[src/rtl/serial_command_stepper_pulser_macros.svh]
// assertion macros for the serial command stepper pulser
// expects clk and rst_n in the scope of the user
`ifndef SERIAL_COMMAND_STEPPER_PULSER_MACROS_SVH
`define SERIAL_COMMAND_STEPPER_PULSER_MACROS_SVH

`ifndef SYNTHESIS
`define SCSP_ASSERT_NOW(label, ante, cons) \
  label: assert property (@(posedge clk) disable iff (!rst_n) (ante) |-> (cons)) \
    else $error("scsp assertion failed");
`define SCSP_ASSERT_NEXT(label, ante, cons) \
  label: assert property (@(posedge clk) disable iff (!rst_n) (ante) |=> (cons)) \
    else $error("scsp assertion failed");
`else
`define SCSP_ASSERT_NOW(label, ante, cons)
`define SCSP_ASSERT_NEXT(label, ante, cons)
`endif

`endif

[src/rtl/scsp_pkg.sv]
// shared types and character codes for the serial command stepper pulser
// no dependencies
`timescale 1ns / 1ps

package scsp_pkg;

  localparam logic [7:0] CH_NUL    = 8'd0;
  localparam logic [7:0] CH_TAB    = 8'd9;
  localparam logic [7:0] CH_FF     = 8'd12;
  localparam logic [7:0] CH_CR     = 8'd13;
  localparam logic [7:0] CH_SPACE  = 8'd32;
  localparam logic [7:0] CH_PLUS   = 8'd43;
  localparam logic [7:0] CH_MINUS  = 8'd45;
  localparam logic [7:0] CH_0      = 8'd48;
  localparam logic [7:0] CH_9      = 8'd57;
  localparam logic [7:0] CH_COLON  = 8'd58;
  localparam logic [7:0] CH_D      = 8'd68;
  localparam logic [7:0] CH_E      = 8'd69;
  localparam logic [7:0] CH_P      = 8'd80;
  localparam logic [7:0] CH_R      = 8'd82;
  localparam logic [7:0] CH_V      = 8'd86;
  localparam logic [7:0] CH_LA     = 8'd97;
  localparam logic [7:0] CH_LZ     = 8'd122;
  localparam logic [7:0] CASE_DIFF = 8'd32;

  localparam logic OP_BYTE = 1'b0;
  localparam logic OP_TICK = 1'b1;

  typedef enum logic [3:0] {
    PH_SKIP   = 4'b0001,
    PH_SIGN   = 4'b0010,
    PH_DIGITS = 4'b0100,
    PH_DONE   = 4'b1000
  } phase_t;

  typedef struct packed {
    logic        valid;
    logic [7:0]  letter;
    logic [15:0] value;
  } cmd_t;

endpackage

[src/rtl/scsp_if.sv]
// handshake channels of the serial command stepper pulser
// no dependencies
`timescale 1ns / 1ps

interface scsp_in_if;
  logic       valid;
  logic       ready;
  logic       operation;
  logic [7:0] data_byte;

  modport source (output valid, output operation, output data_byte, input ready);
  modport sink (input valid, input operation, input data_byte, output ready);
endinterface

interface scsp_out_if;
  logic valid;
  logic ready;
  logic step_out;
  logic direction_out;
  logic gripper_out;
  logic done_toggle;
  logic busy_res;
  logic time_error;

  modport source (output valid, output step_out, output direction_out, output gripper_out,
                  output done_toggle, output busy_res, output time_error, input ready);
  modport sink (input valid, input step_out, input direction_out, input gripper_out,
                input done_toggle, input busy_res, input time_error, output ready);
endinterface

[src/rtl/scsp_parser.sv]
// frame and decimal number parser, emits one command when a frame closes
// depends on scsp_pkg
`timescale 1ns / 1ps

module scsp_parser #(
  parameter int COMMAND_LENGTH = 16
) (
  input  logic             clk,
  input  logic             rst_n,
  input  logic             byte_en,
  input  logic [7:0]       data_byte,
  output scsp_pkg::cmd_t   cmd
);
  import scsp_pkg::*;

  localparam int CW = $clog2(COMMAND_LENGTH + 1);

  logic          frame_open_r, frame_open_nxt;
  logic [CW-1:0] char_count_r, char_count_nxt;
  logic [7:0]    letter_r, letter_nxt;
  phase_t        phase_r, phase_nxt;
  logic          negative_r, negative_nxt;
  logic [15:0]   value_r, value_nxt;

  always_comb begin
    logic take;
    logic digit;
    logic space;
    take           = 1'b1;
    digit          = (data_byte >= CH_0) && (data_byte <= CH_9);
    space          = (data_byte == CH_SPACE) || ((data_byte >= CH_TAB) && (data_byte <= CH_FF));
    frame_open_nxt = frame_open_r;
    char_count_nxt = char_count_r;
    letter_nxt     = letter_r;
    phase_nxt      = phase_r;
    negative_nxt   = negative_r;
    value_nxt      = value_r;
    cmd            = '0;
    if (byte_en && data_byte != CH_NUL) begin
      priority if (data_byte == CH_COLON) begin
        frame_open_nxt = 1'b1;
        char_count_nxt = '0;
        letter_nxt     = '0;
        phase_nxt      = PH_SKIP;
        negative_nxt   = 1'b0;
        value_nxt      = '0;
      end else if (data_byte == CH_CR) begin
        if (frame_open_r) begin
          frame_open_nxt = 1'b0;
          cmd.valid      = 1'b1;
          cmd.letter     = ((letter_r >= CH_LA) && (letter_r <= CH_LZ)) ?
                           (letter_r - CASE_DIFF) : letter_r;
          cmd.value      = negative_r ? (16'd0 - value_r) : value_r;
        end
      end else if (frame_open_r && char_count_r < CW'(COMMAND_LENGTH)) begin
        char_count_nxt = char_count_r + CW'(1);
        if (char_count_r == '0) begin
          letter_nxt = data_byte;
        end else begin
          if (phase_r == PH_SKIP) begin
            if (space) begin
              take = 1'b0;
            end else if (data_byte == CH_PLUS) begin
              phase_nxt = PH_SIGN;
              take      = 1'b0;
            end else if (data_byte == CH_MINUS) begin
              phase_nxt    = PH_SIGN;
              negative_nxt = 1'b1;
              take         = 1'b0;
            end
          end
          if (take && phase_r != PH_DONE) begin
            if (digit) begin
              value_nxt = (value_r << 3) + (value_r << 1) + 16'(data_byte - CH_0);
              phase_nxt = PH_DIGITS;
            end else begin
              phase_nxt = PH_DONE;
            end
          end
        end
      end else begin
        // closed frame or full command buffer: byte is dropped
      end
    end
  end

  always_ff @(posedge clk) begin
    if (!rst_n) begin
      frame_open_r <= 1'b0;
      char_count_r <= '0;
      letter_r     <= '0;
      phase_r      <= PH_SKIP;
      negative_r   <= 1'b0;
      value_r      <= '0;
    end else begin
      frame_open_r <= frame_open_nxt;
      char_count_r <= char_count_nxt;
      letter_r     <= letter_nxt;
      phase_r      <= phase_nxt;
      negative_r   <= negative_nxt;
      value_r      <= value_nxt;
    end
  end

endmodule

[src/rtl/serial_command_stepper_pulser.sv]
// serial command stepper pulser: one result item per input item, held in a result register
// accepts one item per cycle unless a result is stalled; the result register lets a new item in while the
// previous result is being taken in the same cycle
// a stalled result holds the input back until it is taken
// synchronous active-low reset restores the default settings and clears the run
// depends on scsp_pkg, scsp_if, scsp_parser and the macros header
`timescale 1ns / 1ps
`include "serial_command_stepper_pulser_macros.svh"

module serial_command_stepper_pulser #(
  parameter int COMMAND_LENGTH  = 16,
  parameter int MAX_HALF_PERIOD = 4194
) (
  input logic        clk,
  input logic        rst_n,
  scsp_in_if.sink    in_ch,
  scsp_out_if.source out_ch
);
  import scsp_pkg::*;

  localparam int          TW    = $clog2(MAX_HALF_PERIOD + 1);
  localparam logic [15:0] MAX_H = 16'(MAX_HALF_PERIOD);

  logic        in_acc;
  cmd_t        cmd;

  logic [15:0]   steps_r, steps_nxt;
  logic          dir_set_r, dir_set_nxt;
  logic [15:0]   half_set_r, half_set_nxt;
  logic          gripper_r, gripper_nxt;
  logic          done_r, done_nxt;
  logic          running_r, running_nxt;
  logic          step_r, step_nxt;
  logic [TW-1:0] tick_count_r, tick_count_nxt;
  logic [15:0]   pulses_r, pulses_nxt;
  logic          clamp_r, clamp_nxt;
  logic [14:0]   run_target_r, run_target_nxt;
  logic [TW-1:0] run_half_r, run_half_nxt;
  logic          run_dir_r, run_dir_nxt;

  logic out_valid_r, out_valid_nxt;
  logic out_step_r, out_dir_r, out_grip_r, out_done_r, out_busy_r, out_err_r;

  assign in_ch.ready = !out_valid_r || out_ch.ready;
  assign in_acc      = in_ch.valid && in_ch.ready;

  scsp_parser #(
    .COMMAND_LENGTH(COMMAND_LENGTH)
  ) u_parser (
    .clk       (clk),
    .rst_n     (rst_n),
    .byte_en   (in_acc && in_ch.operation == OP_BYTE),
    .data_byte (in_ch.data_byte),
    .cmd       (cmd)
  );

  always_comb begin
    logic [TW-1:0] t;
    logic [15:0]   p;
    t              = tick_count_r + TW'(1);
    p              = pulses_r + 16'd1;
    steps_nxt      = steps_r;
    dir_set_nxt    = dir_set_r;
    half_set_nxt   = half_set_r;
    gripper_nxt    = gripper_r;
    done_nxt       = done_r;
    running_nxt    = running_r;
    step_nxt       = step_r;
    tick_count_nxt = tick_count_r;
    pulses_nxt     = pulses_r;
    clamp_nxt      = clamp_r;
    run_target_nxt = run_target_r;
    run_half_nxt   = run_half_r;
    run_dir_nxt    = run_dir_r;
    if (in_acc && in_ch.operation == OP_TICK && running_r) begin
      if (t < run_half_r) begin
        tick_count_nxt = t;
      end else begin
        tick_count_nxt = '0;
        step_nxt       = !step_r;
        if (step_r) begin
          pulses_nxt = p;
          if (p >= {1'b0, run_target_r}) begin
            running_nxt = 1'b0;
            done_nxt    = !done_r;
          end
        end
      end
    end else if (cmd.valid) begin
      unique case (cmd.letter)
        CH_P: begin
          steps_nxt = cmd.value;
          done_nxt  = !done_r;
        end
        CH_D: begin
          dir_set_nxt = (cmd.value != '0);
          done_nxt    = !done_r;
        end
        CH_V: begin
          half_set_nxt = cmd.value;
          done_nxt     = !done_r;
        end
        CH_E: begin
          gripper_nxt = (cmd.value != '0);
          done_nxt    = !done_r;
        end
        CH_R: begin
          clamp_nxt = 1'b0;
          if (half_set_r[15] || half_set_r == '0) begin
            run_half_nxt = TW'(1);
          end else if (half_set_r > MAX_H) begin
            run_half_nxt = TW'(MAX_HALF_PERIOD);
            clamp_nxt    = 1'b1;
          end else begin
            run_half_nxt = half_set_r[TW-1:0];
          end
          run_dir_nxt    = dir_set_r;
          tick_count_nxt = '0;
          pulses_nxt     = '0;
          if (steps_r[15] || steps_r == '0) begin
            running_nxt = 1'b0;
          end else begin
            run_target_nxt = steps_r[14:0];
            running_nxt    = 1'b1;
            done_nxt       = !done_r;
          end
        end
        default: begin
        end
      endcase
    end
  end

  always_comb begin
    out_valid_nxt = out_valid_r;
    if (in_acc) begin
      out_valid_nxt = 1'b1;
    end else if (out_ch.ready) begin
      out_valid_nxt = 1'b0;
    end
  end

  always_ff @(posedge clk) begin
    if (!rst_n) begin
      steps_r      <= 16'd10;
      dir_set_r    <= 1'b0;
      half_set_r   <= 16'd100;
      gripper_r    <= 1'b0;
      done_r       <= 1'b0;
      running_r    <= 1'b0;
      step_r       <= 1'b0;
      tick_count_r <= '0;
      pulses_r     <= '0;
      clamp_r      <= 1'b0;
      run_target_r <= '0;
      run_half_r   <= TW'(1);
      run_dir_r    <= 1'b0;
      out_valid_r  <= 1'b0;
    end else begin
      steps_r      <= steps_nxt;
      dir_set_r    <= dir_set_nxt;
      half_set_r   <= half_set_nxt;
      gripper_r    <= gripper_nxt;
      done_r       <= done_nxt;
      running_r    <= running_nxt;
      step_r       <= step_nxt;
      tick_count_r <= tick_count_nxt;
      pulses_r     <= pulses_nxt;
      clamp_r      <= clamp_nxt;
      run_target_r <= run_target_nxt;
      run_half_r   <= run_half_nxt;
      run_dir_r    <= run_dir_nxt;
      out_valid_r  <= out_valid_nxt;
    end
  end

  always_ff @(posedge clk) begin
    if (in_acc) begin
      out_step_r <= step_nxt;
      out_dir_r  <= running_nxt && run_dir_nxt;
      out_grip_r <= gripper_nxt;
      out_done_r <= done_nxt;
      out_busy_r <= running_nxt;
      out_err_r  <= clamp_nxt;
    end
  end

  assign out_ch.valid         = out_valid_r;
  assign out_ch.step_out      = out_step_r;
  assign out_ch.direction_out = out_dir_r;
  assign out_ch.gripper_out   = out_grip_r;
  assign out_ch.done_toggle   = out_done_r;
  assign out_ch.busy_res      = out_busy_r;
  assign out_ch.time_error    = out_err_r;

  `SCSP_ASSERT_NOW(a_ready_when_empty, !in_ch.ready, out_valid_r)
  `SCSP_ASSERT_NOW(a_dir_only_busy, out_valid_r && out_dir_r, out_busy_r)
  `SCSP_ASSERT_NOW(a_tick_in_range, running_r, run_half_r != '0 && tick_count_r < run_half_r)
  `SCSP_ASSERT_NEXT(a_idle_tick_keeps_done, in_acc && in_ch.operation == OP_TICK && !running_r,
                    done_r == $past(done_r) && !running_r)

endmodule

[src/flat_wrapper.sv]
// flat-port wrapper written by rule: the top's interface ports become plain ports
module serial_command_stepper_pulser_flat import scsp_pkg::*;
#(
  parameter int COMMAND_LENGTH  = 16,
  parameter int MAX_HALF_PERIOD = 4194
)
  (clk, rst_n, in_ch_valid, in_ch_operation, in_ch_data_byte, in_ch_ready, out_ch_valid, out_ch_step_out, out_ch_direction_out, out_ch_gripper_out, out_ch_done_toggle, out_ch_busy_res, out_ch_time_error, out_ch_ready);
  scsp_in_if in_ch_i ();
  scsp_out_if out_ch_i ();
  input logic clk;
  input logic rst_n;
  input wire logic [$bits(in_ch_i.valid)-1:0] in_ch_valid;
  input wire logic [$bits(in_ch_i.operation)-1:0] in_ch_operation;
  input wire logic [$bits(in_ch_i.data_byte)-1:0] in_ch_data_byte;
  output wire logic [$bits(in_ch_i.ready)-1:0] in_ch_ready;
  output wire logic [$bits(out_ch_i.valid)-1:0] out_ch_valid;
  output wire logic [$bits(out_ch_i.step_out)-1:0] out_ch_step_out;
  output wire logic [$bits(out_ch_i.direction_out)-1:0] out_ch_direction_out;
  output wire logic [$bits(out_ch_i.gripper_out)-1:0] out_ch_gripper_out;
  output wire logic [$bits(out_ch_i.done_toggle)-1:0] out_ch_done_toggle;
  output wire logic [$bits(out_ch_i.busy_res)-1:0] out_ch_busy_res;
  output wire logic [$bits(out_ch_i.time_error)-1:0] out_ch_time_error;
  input wire logic [$bits(out_ch_i.ready)-1:0] out_ch_ready;
  assign in_ch_i.valid = in_ch_valid;
  assign in_ch_i.operation = in_ch_operation;
  assign in_ch_i.data_byte = in_ch_data_byte;
  assign in_ch_ready = in_ch_i.ready;
  assign out_ch_valid = out_ch_i.valid;
  assign out_ch_step_out = out_ch_i.step_out;
  assign out_ch_direction_out = out_ch_i.direction_out;
  assign out_ch_gripper_out = out_ch_i.gripper_out;
  assign out_ch_done_toggle = out_ch_i.done_toggle;
  assign out_ch_busy_res = out_ch_i.busy_res;
  assign out_ch_time_error = out_ch_i.time_error;
  assign out_ch_i.ready = out_ch_ready;
  serial_command_stepper_pulser #(.COMMAND_LENGTH(COMMAND_LENGTH), .MAX_HALF_PERIOD(MAX_HALF_PERIOD)) u_core (.clk(clk), .rst_n(rst_n), .in_ch(in_ch_i), .out_ch(out_ch_i));
endmodule
[config.mk]
export PLATFORM = sky130hd
export DESIGN_NAME = serial_command_stepper_pulser_flat
export DESIGN_NICKNAME = d
export VERILOG_FILES = /design/src/rtl/scsp_pkg.sv /design/src/rtl/scsp_if.sv /design/src/rtl/scsp_parser.sv /design/src/rtl/serial_command_stepper_pulser.sv /design/src/flat_wrapper.sv
export VERILOG_INCLUDE_DIRS = /design/src /design/src/rtl
export SDC_FILE = /design/constraint.sdc
export NUM_CORES = 1
export LEC_CHECK = 0
export BUFFER_PORTS_ARGS = -buffer_cell sky130_fd_sc_hd__buf_4
export CORE_UTILIZATION = 55
export DETAILED_ROUTE_END_ITERATION = 8
export HOLD_SLACK_MARGIN = 0.08
export PLACE_DENSITY = 0.72
export SLEW_MARGIN = 20
export SYNTH_ARGS = -nofsm -noshare
export SYNTH_HDL_FRONTEND = slang
export SYNTH_HIERARCHICAL = 1
export SYNTH_SLANG_ARGS = --single-unit
export TNS_END_PERCENT = 50
[constraint.sdc]
create_clock -name clk -period 9.5 [get_ports clk]
set_input_delay 0.95 -clock clk [delete_from_list [all_inputs] [get_ports clk]]
set_output_delay 0.95 -clock clk [all_outputs]
set_load 0.05 [all_outputs]
==> results by stage <==
Drt:
- The DRC violations left is 6.
- Once detail routing completed, the nets flagged for antenna violations numbered 0.
- The wire length on met3 is 647 um.
- Dividing the detail-routed wire length by the instance count gives roughly 16 um.
- The routed length on met2 is 8460 um.
- Summing over every cut layer, the via total after detailed routing is about 6600.
- In the routed layout, each cell is associated on average with a via count of 5.70.
- For this run, the detailed router's first-pass iteration total came to 7.
- After the first detailed-routing iteration, the DRC count stood at 441.
- The wire length on met1 is 8850 um.
- For this block, the routed nets add up to 18100 um of wire.
- In this run the top signal layer used is met4.

CTS:
- CTS saw 138 sinks.
- The post-cts hold buffer count is 0.
- After clock tree synthesis, the repair step resized 0 gates.
- The clock tree buffer depth is 2.
- The CTS clock-pin slew for the worst setup and hold paths is approximately 0.060 ns.
- Once the clock tree was built, the setup fixing pass inserted 0 buffers.
- The CTS tree is yes.
- The later pin in the worst-skew pair is clocked with a latency of 0.42 ns.
- The number of levels in the clock H-tree is 4.
- The cell at the root of the clock tree is clkbuf_16.
- In this run, CTS created clock tree buffers numbering 17.

Synthesis:
- The number of nets in the synthesized netlist is ~1000.
- The number of flops mapped to enable cells by yosys is 6.
- The synthesized area is about 8300 um2.
- The most area-hungry cell type in the Yosys netlist is dfxtp_1.
- The fraction of synthesis flops using an asynchronous set or reset pin is 0%.
- During synthesis, Yosys emitted a total of 6 warnings.
- The mean instance size in the synthesized netlist is 8.72 um2.
- The synthesized instance count is 956.
- The number of different library cells in the post-synthesis netlist is 78.
- After synthesis the netlist holds a flip-flop and latch count of 138.
- In the post-synthesis netlist, the biggest area contributors are dfxtp_1 32%, ha_1 7.7%, mux2i_1 5.3%.
- The flip-flop cell with the highest count after synthesis is dfxtp_1.
- In this run the biggest area consumer among cell types represents 31.7% of the synthesized area.
- Sequential cells were found to cover 33.8% of the synthesized design area.

Setup path:
- The highest cell delay on the worst timing path is 0.79 ns.
- The data arrival time of the critical path is roughly 5.5 ns.
- Among the stages of the critical path, the cell type that occurs most often is and2_1.
- Of all nets on the critical path, the largest fanout is 20.
- The cell at the slowest stage of the critical path is nor4_2.
- The worst reg-to-reg setup slack is 4.64 ns.
- The worst setup path is of the input port to register kind.
- The type of element capturing the critical path is a register.
- STA classifies the critical path startpoint as an input port.
- Traced cell by cell, the critical path runs through buf_4, nand2b_1, and2_1, nor2b_1, inv_1, a31oi_1, nand3_1, inv_2, and2_1, nor4b_1, and2_1, nand4_1, nor4_2, a22oi_1, nor2b_1.
- At the worst endpoint, the required time is between 9 and 10 ns.

Cells and area:
- The repair_antennas step left the layout with diodes totalling 0.
- The post-synthesis to final-layout area growth is 10.5%.
- The register cell area after layout is 2820 um2.
- The area taken by multi-input logic gates is between 5000 and 6000 um2.
- After filler insertion, the fill cell instance count of the layout stands at around 1300.
- Leaving out fill and tap cells, the most frequent cells in the layout are 132 x dfxtp_1, 96 x nand2_1, 66 x nor2_1.
- In the final design database the tool counted 1042 nets.
- Of the cells placed in the final design, the portion with a size suffix greater than 1 is 8.18%.
- Leaving out fill and tap cells, the most frequent cell in the layout is dfxtp_1.

Timing:
- In the post-route analysis, the smallest setup slack over all paths is 4.33 ns.
- Clock skew on the completed layout was measured at 0.00894 ns.
- For the final routed database, the setup TNS stands at 0 ns.
- The worst pin sits at a relative slew slack of 46.6%.
- Setup repair after global routing left no endpoint under its margin.
- The final-layout worst hold slack is 0.448 ns.
- At the pin with the least slew margin, the transition time is about 0.8 ns.
- The maximum clock frequency is 193 MHz.
- The final cycle utilization of the critical path is 54.5%.
- The hold violation total from the final report is 0.
- The final max-slew violation count is 0.
- The final count of negative-setup-slack endpoints is 0.
- The final critical path time including I/O delays and setup is 5.17 ns.

Placement:
- Routability-driven placement finished with a final weighted congestion of 0.904.
- The count of input and output buffers is 20.
- The half-perimeter wire length after detailed placement is 13100 um.
- Prior to clock tree synthesis, the placed netlist has a worst setup slack of 4.05 ns.

Power and ir drop:
- The worst vdd rail ir drop is 0.000152 V.
- The net load switching power is 0.000289 W.
- The portion of total power attributed to the clock network is 52.3%.
- Power spread over the standard cell area amounts to 146 nW/um2.
- Cell internal power was estimated by the tool at 0.00106 W.
- For this design the static power due to leakage is between 3 and 4 nW.
- In this run switching power makes up ~21% of total power.
- Per report_power, the combinational group accounts for 4.3% of the total.
- Registers are responsible for between 40% and 50% of the overall power.

Global route:
- For this run, the total global-route usage over all layers was measured as 24.4%.
- Entering global routing, the biggest net connects 80 pins.
- The first global-routing pass estimated about 31000 um of wire.
- For this run the aggregate overflow at the end of global routing stands at 0.
- The number of antenna violations at the first check in global routing is 0.
- The number of global-route vias before repair is 6295.

Status:
- The checks that failed: design-rule violations.
- The run finished, with violations left.

Floorplanning:
- The floorplan step set the die width to 125 um.
- The die covers 15700 um2.
- The placement row count is 44.
- The initial core utilization is 57.0%.
- The floorplan step defined a core boundary enclosing 14600 um2.
- The die span in y is 125 um.
- For this design the top-level I/O count stands at 21.

Min path:
- The kind of path behind the tightest hold check is register to register.

Job:
- The tool flagged a number of max-cap violations equal to 0.
[critical path: cells and delay by family]
kind / cells / cell delay (ns)
simple gates: 10 / 3.62
compound gates: 2 / 0.44
buf+inv: 3 / 0.50
[per-stage QoR]
| stage | cells | power, W | area, um2 | utilization (%) |
|---|---|---|---|---|
| floorplan | 956 | 0.000637 | 8340 | - |
| global placement | 1130 | 0.000654 | 8590 | 58.7 |
| detailed placement | 1130 | 0.000654 | 8590 | 58.7 |
| CTS | 1162 | 0.00136 | 9220 | 63.0 |
| global route | 1162 | 0.00138 | 9220 | 63.0 |
| finish | 1162 | 0.00135 | 9220 | 63.0 |
[metal layers]
layer / track usage (%) / up-vias
li1: - / 3400
met2: 40.3 / 120
met4: 5.88 / 0
met1: 32.7 / 3092
met3: 4.84 / 10
met5: 0 / -
[kinds of logic (layout without fill, tap and decap cells)]
kind of cell             count (synthesis)  count (layout)  synth area share [%]
AND/OR/NAND/NOR                        367             367                  23.5
AO/OA/AOI/OAI                          195             195                  16.0
flip-flops                             138             138                  33.8
buffers and inverters                   90             112                  4.49
adder cells (fa/ha/maj)                 64              64                  10.8
XOR/XNOR                                57              57                  5.99
multiplexers                            45              45                  5.42
[cells in the mapped netlist (6+ instances only)]
| library cell | instances |
|---|---|
| a32o_1 | 6 |
| dfxtp_1 | 132 |
| a21oi_1 | 42 |
| fa_1 | 13 |
| a21o_1 | 6 |
| a21boi_0 | 15 |
| nor2b_1 | 48 |
| nand2_1 | 96 |
| nand4_1 | 6 |
| inv_1 | 54 |
| buf_2 | 11 |
| and2_1 | 20 |
| a22oi_1 | 16 |
| nor3_1 | 12 |
| a31oi_1 | 12 |
| a21boi_1 | 6 |
| nand3_1 | 36 |
| edfxtp_1 | 6 |
| nor2_1 | 66 |
| nor4_1 | 13 |
| and3_1 | 17 |
| ha_1 | 51 |
| nand2b_1 | 9 |
| o21ai_1 | 6 |
| o21ai_0 | 31 |
| xor2_1 | 30 |
| xnor2_1 | 27 |
| clkbuf_1 | 18 |
| a22o_1 | 13 |
| or3_1 | 8 |
| mux2i_1 | 44 |
[path summary, 6_finish.rpt]
path | startpoint | end | cells past startpoint
setup / recovery | out_ch_ready | u_core/run_half_r[4] | 15
hold / removal | u_core/run_target_r[2] | u_core/run_target_r[2] | 2
setup reg to reg | u_core/out_ch.valid | u_core/run_half_r[4] | 14
hold reg to reg | u_core/run_target_r[2] | u_core/run_target_r[2] | 2
[power groups by stage]
| stage | Sequential [W] | Combinational, W | Clock [W] |
|---|---|---|---|
| floorplan | 0.000603 | 0.0000347 | 0 |
| global placement | 0.000598 | 0.0000566 | 0 |
| detailed placement | 0.000598 | 0.0000568 | 0 |
| finish | 0.000585 | 0.0000574 | 0.000704 |
| global route | 0.000585 | 0.0000630 | 0.000737 |
| CTS | 0.000585 | 0.0000570 | 0.000713 |
[layout make-up]
class | count | share of cell area [%]
multi-input cells | 728 | 55.8
repair buffers | 25 | 2.04
flip-flops and latches | 138 | 30.6
clock buffers | 21 | 4.99
well taps | 184 | 2.50
clock inverters | 11 | 1.82
inverters | 55 | 2.24
[state kept, by name, summed over array words and instances (netlist names), 4 cells and up]
name,flops
u_core/steps_r,16
u_core/u_parser/letter_r,8
u_core/run_target_r,15
u_core/half_set_r,16
u_core/run_half_r,13
u_core/u_parser/value_r,16
u_core/pulses_r,16
u_core/tick_count_r,13
u_core/u_parser/phase_r,4
u_core/u_parser/char_count_r,5
No activity file was read; power rests on OpenSTA's default activity.
